**config.mk**
```make
export PLATFORM = sky130hd
export DESIGN_NAME = api_frame_deframer
export DESIGN_NICKNAME = d
export VERILOG_FILES = /design/src/design/afd_pkg.sv /design/src/design/afd_cfg.sv /design/src/design/afd_parser.sv /design/src/design/afd_out.sv /design/src/design/api_frame_deframer.sv
export SDC_FILE = /design/constraint.sdc
export NUM_CORES = 1
export LEC_CHECK = 0
export ABC_AREA = 1
export BUFFER_PORTS_ARGS = -buffer_cell sky130_fd_sc_hd__buf_2
export CAP_MARGIN = 30
export CORE_MARGIN = 4
export CORE_UTILIZATION = 46
export DETAILED_ROUTE_END_ITERATION = 6
export HOLD_SLACK_MARGIN = 0.02
export PLACE_DENSITY = 0.76
export SYNTH_ARGS = -nofsm -noshare
export SYNTH_HDL_FRONTEND = slang
export SYNTH_SLANG_ARGS = --single-unit
```
**constraint.sdc**
```tcl
create_clock -name clk -period 2 [get_ports clk]
set_input_delay 0.4 -clock clk [delete_from_list [all_inputs] [get_ports clk]]
set_output_delay 0.4 -clock clk [all_outputs]
set_load 0.01 [all_outputs]
```
**src/design/afd_pkg.sv**
```systemverilog
package afd_pkg;

	localparam logic [7:0] DELIM_RESET = 8'd126;
	localparam logic [7:0] TYPE_TRANSMIT = 8'd16;
	localparam logic [7:0] TYPE_RECEIVE = 8'd144;
	localparam logic [7:0] SUM_GOOD = 8'hFF;

	// status codes
	localparam logic [1:0] ST_OK = 2'd0;
	localparam logic [1:0] ST_BAD_SUM = 2'd1;
	localparam logic [1:0] ST_ZERO_TYPE = 2'd2;
	localparam logic [1:0] ST_EMPTY = 2'd3;

	// frame kinds
	localparam logic [1:0] KIND_UNKNOWN = 2'd0;
	localparam logic [1:0] KIND_TRANSMIT = 2'd1;
	localparam logic [1:0] KIND_RECEIVE = 2'd2;

	// register index, taken from paddr[2]
	localparam logic REG_DELIM = 1'b0;

	typedef struct packed {
		logic [7:0] out_byte;
		logic       is_type;
		logic       frame_end;
		logic [1:0] status;
		logic [1:0] kind;
	} result_t;

	function automatic logic [1:0] kind_of(input logic [7:0] t);
		if (t == TYPE_TRANSMIT) begin
			return KIND_TRANSMIT;
		end else if (t == TYPE_RECEIVE) begin
			return KIND_RECEIVE;
		end
		return KIND_UNKNOWN;
	endfunction

endpackage

```
**src/design/afd_cfg.sv**
```systemverilog
module afd_cfg (
	input  logic        clk,
	input  logic        arst_n,
	input  logic        psel,
	input  logic        penable,
	input  logic        pwrite,
	input  logic [2:0]  paddr,
	input  logic [31:0] pwdata,
	output logic [31:0] prdata,
	output logic        pready,
	output logic [7:0]  delim
);

	logic [7:0] delim_q;

	always_ff @(posedge clk or negedge arst_n) begin
		if (!arst_n) begin
			delim_q <= afd_pkg::DELIM_RESET;
		end else if (psel && penable && pwrite && paddr[2] == afd_pkg::REG_DELIM) begin
			delim_q <= pwdata[7:0];
		end
	end

	assign pready = 1'b1;
	assign prdata = (paddr[2] == afd_pkg::REG_DELIM) ? {24'd0, delim_q} : 32'd0;
	assign delim  = delim_q;

endmodule

```
**src/design/afd_parser.sv**
```systemverilog
module afd_parser (
	input  logic                clk,
	input  logic                arst_n,
	input  logic [7:0]          delim,
	input  logic                in_valid,
	output logic                in_ready,
	input  logic [7:0]          in_byte,
	input  logic                out_free,
	output logic                push,
	output afd_pkg::result_t    res
);

	localparam logic [2:0] PH_HUNT  = 3'd0;
	localparam logic [2:0] PH_LENHI = 3'd1;
	localparam logic [2:0] PH_LENLO = 3'd2;
	localparam logic [2:0] PH_TYPE  = 3'd3;
	localparam logic [2:0] PH_DATA  = 3'd4;
	localparam logic [2:0] PH_CKSUM = 3'd5;

	logic       valid_s1;
	logic [7:0] byte_s1;

	logic [2:0] phase_q;
	logic       len_zero_q;
	logic [7:0] left_q;
	logic [7:0] sum_q;
	logic [1:0] kind_q;
	logic       type_zero_q;

	logic       produces;
	logic       fire;
	logic [2:0] phase_d;
	logic       len_zero_d;
	logic [7:0] left_d;
	logic [7:0] sum_d;
	logic [1:0] kind_d;
	logic       type_zero_d;
	logic [7:0] sum_next;
	logic [7:0] left_dec;

	assign sum_next = sum_q + byte_s1;
	assign left_dec = left_q - 8'd1;

	always_comb begin
		produces    = 1'b0;
		phase_d     = phase_q;
		len_zero_d  = len_zero_q;
		left_d      = left_q;
		sum_d       = sum_q;
		kind_d      = kind_q;
		type_zero_d = type_zero_q;
		res         = '0;
		res.out_byte = byte_s1;
		unique case (phase_q)
			PH_HUNT: begin
				if (byte_s1 == delim) begin
					phase_d = PH_LENHI;
				end
			end
			PH_LENHI: begin
				phase_d = PH_LENLO;
			end
			PH_LENLO: begin
				len_zero_d  = (byte_s1 == 8'd0);
				left_d      = byte_s1;
				sum_d       = 8'd0;
				kind_d      = afd_pkg::KIND_UNKNOWN;
				type_zero_d = 1'b0;
				phase_d     = (byte_s1 == 8'd0) ? PH_CKSUM : PH_TYPE;
			end
			PH_TYPE: begin
				produces    = 1'b1;
				sum_d       = sum_next;
				kind_d      = afd_pkg::kind_of(byte_s1);
				type_zero_d = (byte_s1 == 8'd0);
				left_d      = left_dec;
				phase_d     = (left_dec == 8'd0) ? PH_CKSUM : PH_DATA;
				res.is_type = 1'b1;
				res.kind    = afd_pkg::kind_of(byte_s1);
			end
			PH_DATA: begin
				produces = 1'b1;
				sum_d    = sum_next;
				left_d   = left_dec;
				phase_d  = (left_dec == 8'd0) ? PH_CKSUM : PH_DATA;
				res.kind = kind_q;
			end
			PH_CKSUM: begin
				produces      = 1'b1;
				sum_d         = sum_next;
				phase_d       = PH_HUNT;
				res.frame_end = 1'b1;
				res.kind      = kind_q;
				if (len_zero_q) begin
					res.status = afd_pkg::ST_EMPTY;
				end else if (sum_next != afd_pkg::SUM_GOOD) begin
					res.status = afd_pkg::ST_BAD_SUM;
				end else if (type_zero_q) begin
					res.status = afd_pkg::ST_ZERO_TYPE;
				end else begin
					res.status = afd_pkg::ST_OK;
				end
			end
			default: begin
				phase_d = PH_HUNT;
			end
		endcase
	end

	// header bytes drain even while the output is full
	assign fire     = valid_s1 && (!produces || out_free);
	assign push     = fire && produces;
	assign in_ready = !valid_s1 || fire;

	always_ff @(posedge clk or negedge arst_n) begin
		if (!arst_n) begin
			valid_s1 <= 1'b0;
		end else if (in_ready) begin
			valid_s1 <= in_valid;
		end
	end

	always_ff @(posedge clk) begin
		if (in_ready && in_valid) begin
			byte_s1 <= in_byte;
		end
	end

	always_ff @(posedge clk or negedge arst_n) begin
		if (!arst_n) begin
			phase_q     <= PH_HUNT;
			len_zero_q  <= 1'b0;
			left_q      <= 8'd0;
			sum_q       <= 8'd0;
			kind_q      <= afd_pkg::KIND_UNKNOWN;
			type_zero_q <= 1'b0;
		end else if (fire) begin
			phase_q     <= phase_d;
			len_zero_q  <= len_zero_d;
			left_q      <= left_d;
			sum_q       <= sum_d;
			kind_q      <= kind_d;
			type_zero_q <= type_zero_d;
		end
	end

endmodule

```
**src/design/afd_out.sv**
```systemverilog
module afd_out (
	input  logic             clk,
	input  logic             arst_n,
	input  logic             push,
	input  afd_pkg::result_t res,
	output logic             out_free,
	output logic             m_tvalid,
	input  logic             m_tready,
	output logic [15:0]      m_tdata,
	output logic [2:0]       m_tuser,
	output logic             m_tlast
);

	logic             valid_s2;
	afd_pkg::result_t res_s2;

	assign out_free = !valid_s2 || m_tready;

	always_ff @(posedge clk or negedge arst_n) begin
		if (!arst_n) begin
			valid_s2 <= 1'b0;
		end else if (push) begin
			valid_s2 <= 1'b1;
		end else if (m_tready) begin
			valid_s2 <= 1'b0;
		end
	end

	always_ff @(posedge clk) begin
		if (push) begin
			res_s2 <= res;
		end
	end

	assign m_tvalid = valid_s2;
	assign m_tdata  = {6'd0, res_s2.status, res_s2.out_byte};
	assign m_tuser  = {res_s2.kind, res_s2.is_type};
	assign m_tlast  = res_s2.frame_end;

endmodule

```
**src/design/api_frame_deframer.sv**
```systemverilog
// API frame deframer.
// Slave stream (s_*) carries raw link bytes, one word per byte. The block
// hunts for the start delimiter, skips the length high byte, takes the low
// byte as body length, then passes the type byte and data bytes out on the
// master stream (m_*), one word each. The checksum byte yields a final word
// with m_tlast high and the frame status in m_tdata[9:8].
// Delimiter, length and hunt bytes give no output word.
// APB port: register 0 at address 0 is the start delimiter (reset 0x7E);
// the user must write it only while the stream is idle; not enforced.
// A byte passes the input register, then the output register.
// Throughput: one byte per cycle unless the output stalls; the per-byte
// path is the phase decode plus one 8-bit add and compare between the registers.
// Reset: both registers empty, parser back to hunting, delimiter 0x7E.
// Stall: the output word holds while m_tready is low; one more byte waits
// in the input register, header bytes still drain, and s_tready drops once
// a body or checksum byte is blocked behind the held word.
module api_frame_deframer (
	input  logic        clk,
	input  logic        arst_n,
	input  logic        s_tvalid,
	output logic        s_tready,
	input  logic [7:0]  s_tdata,   // [7:0] in_byte
	output logic        m_tvalid,
	input  logic        m_tready,
	output logic [15:0] m_tdata,   // [7:0] out_byte, [9:8] status, rest zero
	output logic [2:0]  m_tuser,   // [0] is_type, [2:1] kind
	output logic        m_tlast,   // frame_end
	input  logic        psel,
	input  logic        penable,
	input  logic        pwrite,
	input  logic [2:0]  paddr,
	input  logic [31:0] pwdata,
	output logic [31:0] prdata,
	output logic        pready
);

	logic             out_free;
	logic             push;
	logic [7:0]       delim;
	afd_pkg::result_t res;

	afd_cfg u_cfg (
		.clk     (clk),
		.arst_n  (arst_n),
		.psel    (psel),
		.penable (penable),
		.pwrite  (pwrite),
		.paddr   (paddr),
		.pwdata  (pwdata),
		.prdata  (prdata),
		.pready  (pready),
		.delim   (delim)
	);

	afd_parser u_parser (
		.clk      (clk),
		.arst_n   (arst_n),
		.delim    (delim),
		.in_valid (s_tvalid),
		.in_ready (s_tready),
		.in_byte  (s_tdata),
		.out_free (out_free),
		.push     (push),
		.res      (res)
	);

	afd_out u_out (
		.clk      (clk),
		.arst_n   (arst_n),
		.push     (push),
		.res      (res),
		.out_free (out_free),
		.m_tvalid (m_tvalid),
		.m_tready (m_tready),
		.m_tdata  (m_tdata),
		.m_tuser  (m_tuser),
		.m_tlast  (m_tlast)
	);

	// the type byte is never the end word
	a_type_not_end: assert property (@(posedge clk) disable iff (!arst_n)
		m_tvalid |-> !(m_tlast && m_tuser[0]))
		else $error("type word flagged as frame end");

	// body words carry no status
	a_status_on_end: assert property (@(posedge clk) disable iff (!arst_n)
		(m_tvalid && !m_tlast) |-> (m_tdata[9:8] == afd_pkg::ST_OK))
		else $error("status on a body word");

	// an empty frame never has a kind
	a_empty_kind: assert property (@(posedge clk) disable iff (!arst_n)
		(m_tvalid && m_tlast && m_tdata[9:8] == afd_pkg::ST_EMPTY)
		|-> (m_tuser[2:1] == afd_pkg::KIND_UNKNOWN))
		else $error("empty frame with a kind");

	// a word is only pushed into a free output register
	a_push_free: assert property (@(posedge clk) disable iff (!arst_n)
		push |-> out_free)
		else $error("push into a held output word");

endmodule

```
==> results of run 1 <==
-- stage by stage --
step / instances / worst slack, ns / hold WS [ns]
after floorplan: 412 / 0.150 / 0.104
after global placement: 531 / 0.0436 / 0.466
after detailed placement: 531 / 0.0187 / 0.474
after CTS: 539 / 0.0109 / 0.180
after global routing: 541 / -0.0456 / 0.213
final: 541 / 0.106 / 0.145
-- timing repair --
action / in CTS / in global routing
setup endpoints to repair: 0 / 3
gates resized for setup: 0 / 16
endpoints found under the hold margin: 0 / 0
buffers inserted: 0 / 2
-- worst paths after layout --
check / start / to / slack (ns) / cells after the start
setup reg to reg: u_parser.byte_s1[0] / u_out.m_tdata[8] / 0.11 / 11
max in group asynchronous: arst_n / u_parser.phase_q[1] / 1.33 / 1
min in group clk: s_tdata[7] / u_parser.byte_s1[7] / 0.27 / 1
hold reg to reg: u_parser.kind_q[1] / u_parser.kind_q[1] / 0.50 / 2
hold / removal: arst_n / u_parser.left_q[0] / 0.15 / 1
setup / recovery: u_parser.byte_s1[0] / u_out.m_tdata[8] / 0.11 / 11
-- critical path: stages, from the launching register on --
cell and delay [ns]:
edfxtp_1 0.38, ha_2 0.19, inv_1 0.05, fa_2 0.37, inv_1 0.09, nand2_1 0.07, nand3b_1 0.10, nand2_1 0.08
nor2_2 0.12, nand3_1 0.09, nor2_1 0.09, nor2_1 0.05
-- metal layers --
layer | wire (um) | vias to the layer above
met2 | 3370 | 98
met5 | 0 | -
met4 | 113 | 0
met1 | 3080 | 1238
met3 | 438 | 9
li1 | - | 1288
-- logic make-up (layout without fill, tap and decap cells) --
group | after synthesis | after routing
and+or+nand+nor | 169 | 169
buffers and inverters | 91 | 124
DFF | 55 | 55
AOI/OAI and AO/OA | 47 | 47
adders and majority gates | 10 | 10
xor gates and xnor gates | 9 | 9
other | 2 | 31
-- state kept, by name (all words and copies together) (netlist names) --
register,count
u_out.m_tdata,10
u_cfg.delim,8
u_parser.byte_s1,8
u_parser.left_q,8
u_parser.sum_q,8
u_out.m_tuser,3
u_parser.phase_q,3
u_parser.kind_q,2
u_out.m_tlast,1
u_out.m_tvalid,1
u_parser.len_zero_q,1
u_parser.type_zero_q,1
u_parser.valid_s1,1
-- cells in the mapped netlist, types with 2 or more instances --
master | instances | area [sq um]
nand2_1 | 93 | 349
xnor2_1 | 4 | 35.0
nor2_2 | 3 | 18.8
buf_6 | 2 | 22.5
a21oi_1 | 15 | 75.1
o211ai_1 | 4 | 30.0
buf_4 | 31 | 233
inv_2 | 4 | 15.0
nor3_1 | 4 | 20.0
edfxtp_1 | 22 | 661
nor2_1 | 37 | 139
xor2_1 | 5 | 43.8
nand4_1 | 10 | 62.6
nand3b_1 | 2 | 15.0
conb_1 | 2 | 7.51
o21ai_0 | 19 | 95.1
dfstp_2 | 6 | 158
a21oi_4 | 2 | 32.5
ha_1 | 9 | 113
nand3_1 | 13 | 65.1
nand2_4 | 2 | 22.5
inv_1 | 51 | 191
dfrtp_1 | 27 | 676
-- power groups by stage --
stage	Sequential, mW	Clock [mW]	Combinational (mW)
final	1.67	0.634	1.75
after global routing	1.71	0.708	1.99
after CTS	1.65	0.654	1.62
after detailed placement	1.67	0	1.61
after global placement	1.67	0	1.56
after floorplan	1.66	0	1.26
-- layout make-up --
| type | instances | area (sq um) |
|---|---|---|
| Fill cell | 612 | 3090 |
| Sequential cell | 55 | 1500 |
| Multi-Input combinational cell | 266 | 1450 |
| Timing Repair Buffer | 60 | 333 |
| Inverter | 56 | 213 |
| Tap cell | 96 | 120 |
| Clock buffer | 5 | 68.8 |
| Clock inverter | 3 | 22.5 |
==> reports/metrics.csv, run 1 <==
metric,value,unit
Worst setup EP type,flop,
initial antenna violation count,0,
Tmin final,1.89,ns
1st-iter DRT viols,239,
grt peak-use layer,met2,
root buffer cell,clkbuf_8,
global-route wire length before repair,11500,um
"Hold Vio Cnt, Final",0,
Die H,91.7,um
global-route met3 utilization,2.95,%
"Seq/Total Area, Yosys",46.4,%
CP Launch Type,flop,
simple-gate area share of the yosys netlist,23.1,%
ant diodes,0,
VDD IR max,0.648,mV
Clk network pwr share,15.6,%
Mean Syn Cell Area,8.41,sq um
Post-Route WL,7000,um
CP arrival,1.98,ns
combinational power share,43.1,%
IO Port Bufs,47,
Pwr Total,4.06,mW
area growth from synthesis to layout,14.9,%
Max Root-Sink Buffers,2,
Die W,91.7,um
die area,8410,sq um
Compound-Gate Fraction of Synth Area,8.97,%
largest net degree at the start of global routing,34,
Worst Tran Pin Value,0.757,ns
Seq pwr share,41.3,%
H-tree Lvls,2,
Switch Pwr,1.67,mW
drt first pass iters,4,
M2 GR Usage,26.6,%
Tot GR Track Use,17.0,%
FP Rows,30,
CTS tree,done,
ANT nets after route,0,
final slew viol count,0,
status,"complete, no violations",
power density cells,1100,nW/um^2
Initial Utilization,47.4,%
worst path required time,2.08,ns
final worst path period share,94.7,%
"most common cell after layout, fill and taps aside",nand2_1,
post-route cell area,3700,sq um
"Max FO, Critical Path",2,
Skew-Pair Late Insertion Delay,0.31,ns
#FFs+latches synth,55,
core area,6790,sq um
clock skew,0.0172,ns
Max-cap violations,0,
Placer Congestion,0.907,
met1 Usage GRT,24.3,%
CTS clock-pin slew for the worst setup and hold paths,0.11,ns
Routed WL per cell,12.9,um
most frequent cells in the layout,"nand2_1 (93), inv_1 (50), buf_2 (47), nor2_1 (34), conb_1 (31)",
I/O Pins,105,
hold buffers post-CTS,0,
number of flops mapped to enable cells by yosys,22,
yosys warns,0,
CP Class,flop to flop,
total grt overflow,0,
Syn Inst Count,383,
unrepaired setup endpoints after global routing,true,
fmax,528,MHz
DP Area,3500,sq um
# DRC,0,
Synth cell types,39,
vias per cell,4.87,
hpwl dp,5180,um
combinational family with the most area after synthesis,simple AND/OR/NAND/NOR gates,
multiplexer share of the synthesized area,0,%
CTS sink cnt,55,
synthesized-area fraction occupied by adder cells,4.12,%
number of global-route vias before repair,2443,
Setup-failing EPs final,0,
Layout Nets,504,
ys async rst share,60.0,%
Final Core Density,54.5,%
Post-Synth XOR/XNOR Area,2.45,%
layout cells sized above 1,24.0,%
synthesized area,3220,sq um
Synth Flop Type,dfrtp_1,
number of buffers created by CTS,5,
vias post-DR,2633,
LEAKAGE,1.83,nW
Internal Power,2.39,mW
setup_tns,0,ns
Sw Share,41.1,%
Slew HR,49.5,%
Min-Delay Path Class,input pin to async pin,
(Power assumes the default switching activity.)
==> inputs of run 2 (changes only) <==
--- a/constraint.sdc
+++ b/constraint.sdc
@@ -3,2 +3,2 @@
 set_output_delay 0.4 -clock clk [all_outputs]
-set_load 0.01 [all_outputs]
+set_load 0.05 [all_outputs]
==> run 2 against run 1 <==
Effect of this change: setup slack gained 0.014 ns; clock-buffer cell count is the same; clock power is essentially flat; global-route usage is the same; utilization shrank 0.42 points; largest cell class unchanged; register-to-register slack gained 0.02 ns; sequential power is essentially flat; fmax grew 0.72%; final area shrank 0.78%.
==> reports/metrics.csv, run 2 (synthesized netlist as in run 1, its figures left out) <==
metric,value,unit
status,"complete, no violations",
ant diodes,0,
Final Core Density,54.1,%
Tmin final,1.88,ns
Worst setup EP type,output port,
DP Area,3500,sq um
VDD IR max,0.611,mV
LEAKAGE,1.83,nW
Min-Delay Path Class,input pin to async pin,
Initial Utilization,47.4,%
hpwl dp,5180,um
CP arrival,1.48,ns
Placer Congestion,0.907,
Tot GR Track Use,17.0,%
"Max FO, Critical Path",6,
Skew-Pair Late Insertion Delay,0.31,ns
vias post-DR,2594,
Switch Pwr,1.96,mW
fillers,621,
hold_ws,0.143,ns
unrepaired setup endpoints after global routing,true,
final worst path period share,94.0,%
combinational power share,46.9,%
Die H,91.7,um
IO Port Bufs,47,
clock skew,0.0156,ns
I/O Pins,105,
largest net degree at the start of global routing,34,
"Hold Vio Cnt, Final",0,
Layout Nets,505,
Max-cap violations,0,
Seq pwr share,38.5,%
"most common cell after layout, fill and taps aside",nand2_1,
layout cells sized above 1,23.3,%
Sw Share,45.3,%
Die W,91.7,um
max reg flops,10,
root buffer cell,clkbuf_8,
# DRC,0,
Routed WL per cell,12.7,um
setup_tns,0,ns
area growth from synthesis to layout,14.0,%
final slew viol count,0,
Placed Instances,531,
ANT nets after route,0,
CP Class,flop to output port,
hold buffers post-CTS,0,
Pwr Total,4.33,mW
drt first pass iters,4,
Internal Power,2.37,mW
Placement Setup Slack,0.0187,ns
global-route wire length before repair,11500,um
CTS tree,done,
most frequent cells in the layout,"nand2_1 (93), inv_1 (50), buf_2 (46), nor2_1 (34), conb_1 (31)",
number of buffers created by CTS,5,
Final WS setup,0.119,ns
worst path required time,1.60,ns
Worst Tran Pin Value,0.753,ns
fmax,532,MHz
CTS clock-pin slew for the worst setup and hold paths,0.11,ns
post-route cell area,3670,sq um
total grt overflow,0,
FP Rows,30,
Post-Route WL,6870,um
Clk network pwr share,14.7,%
Slew HR,49.8,%
initial antenna violation count,0,
register area,1500,sq um
H-tree Lvls,2,
die area,8410,sq um
1st-iter DRT viols,194,
vias per cell,4.79,
Max Root-Sink Buffers,2,
CTS sink cnt,55,
number of global-route vias before repair,2443,
core area,6790,sq um
multi-input logic area,1410,sq um
power density cells,1180,nW/um^2
Final Non-Filler Cells,542,
CP Launch Type,flop,
Setup-failing EPs final,0,
[run 2: area by class of cell]
cell class              instances  area share [%]
well taps                      96            3.27
clock buffers                   5            1.87
multi-input cells             266            38.2
inverters                      56            5.86
repair buffers                 61            9.43
clock inverters                 3           0.613
flip-flops and latches         55            40.7
[run 2: repair_timing]
item	in CTS	in global routing
cloned	0	0
endpoints found under the setup margin	1	3
pin swaps	0	2
resized for setup	3	11
setup buffers	0	3
[run 2: worst max-delay path: stages (launching register included)]
cell and delay, ns:
dfrtp_1 0.41, inv_4 0.11, nand3_4 0.11, nand2_4 0.13
nand4_1 0.19, buf_6 0.22
[run 2: power by group through the flow]
stage / combinational [mW] / sequential (mW) / clock [mW]
2_1_floorplan: 1.43 / 1.81 / 0
3_3_place_gp: 1.88 / 1.67 / 0
3_5_place_dp: 1.93 / 1.67 / 0
4_1_cts: 1.94 / 1.65 / 0.654
5_1_grt: 2.27 / 1.70 / 0.708
6_report: 2.03 / 1.66 / 0.635
[run 2: worst paths after layout]
| check | start | cells after the start | end | slack [ns] |
|---|---|---|---|---|
| setup reg to reg | u_parser.byte_s1[0] | 9 | u_out.m_tdata[8] | 0.13 |
| min in group clk | s_tdata[7] | 1 | u_parser.byte_s1[7] | 0.27 |
| max in group asynchronous | arst_n | 1 | u_parser.phase_q[1] | 1.33 |
| hold / removal | arst_n | 1 | u_parser.left_q[1] | 0.14 |
| hold reg to reg | u_parser.kind_q[0] | 2 | u_parser.kind_q[0] | 0.50 |
| setup / recovery | u_parser.phase_q[2] | 5 | s_tready | 0.12 |
[run 2: per-layer routing]
metal / vias up / GRT usage [%] / part of all wire, %
met1: 1202 / 24.3 / 45
li1: 1292 / - / -
met3: 9 / 2.95 / 6.7
met2: 91 / 26.6 / 47
met4: 0 / 4.83 / 1.6
met5: - / 0 / 0
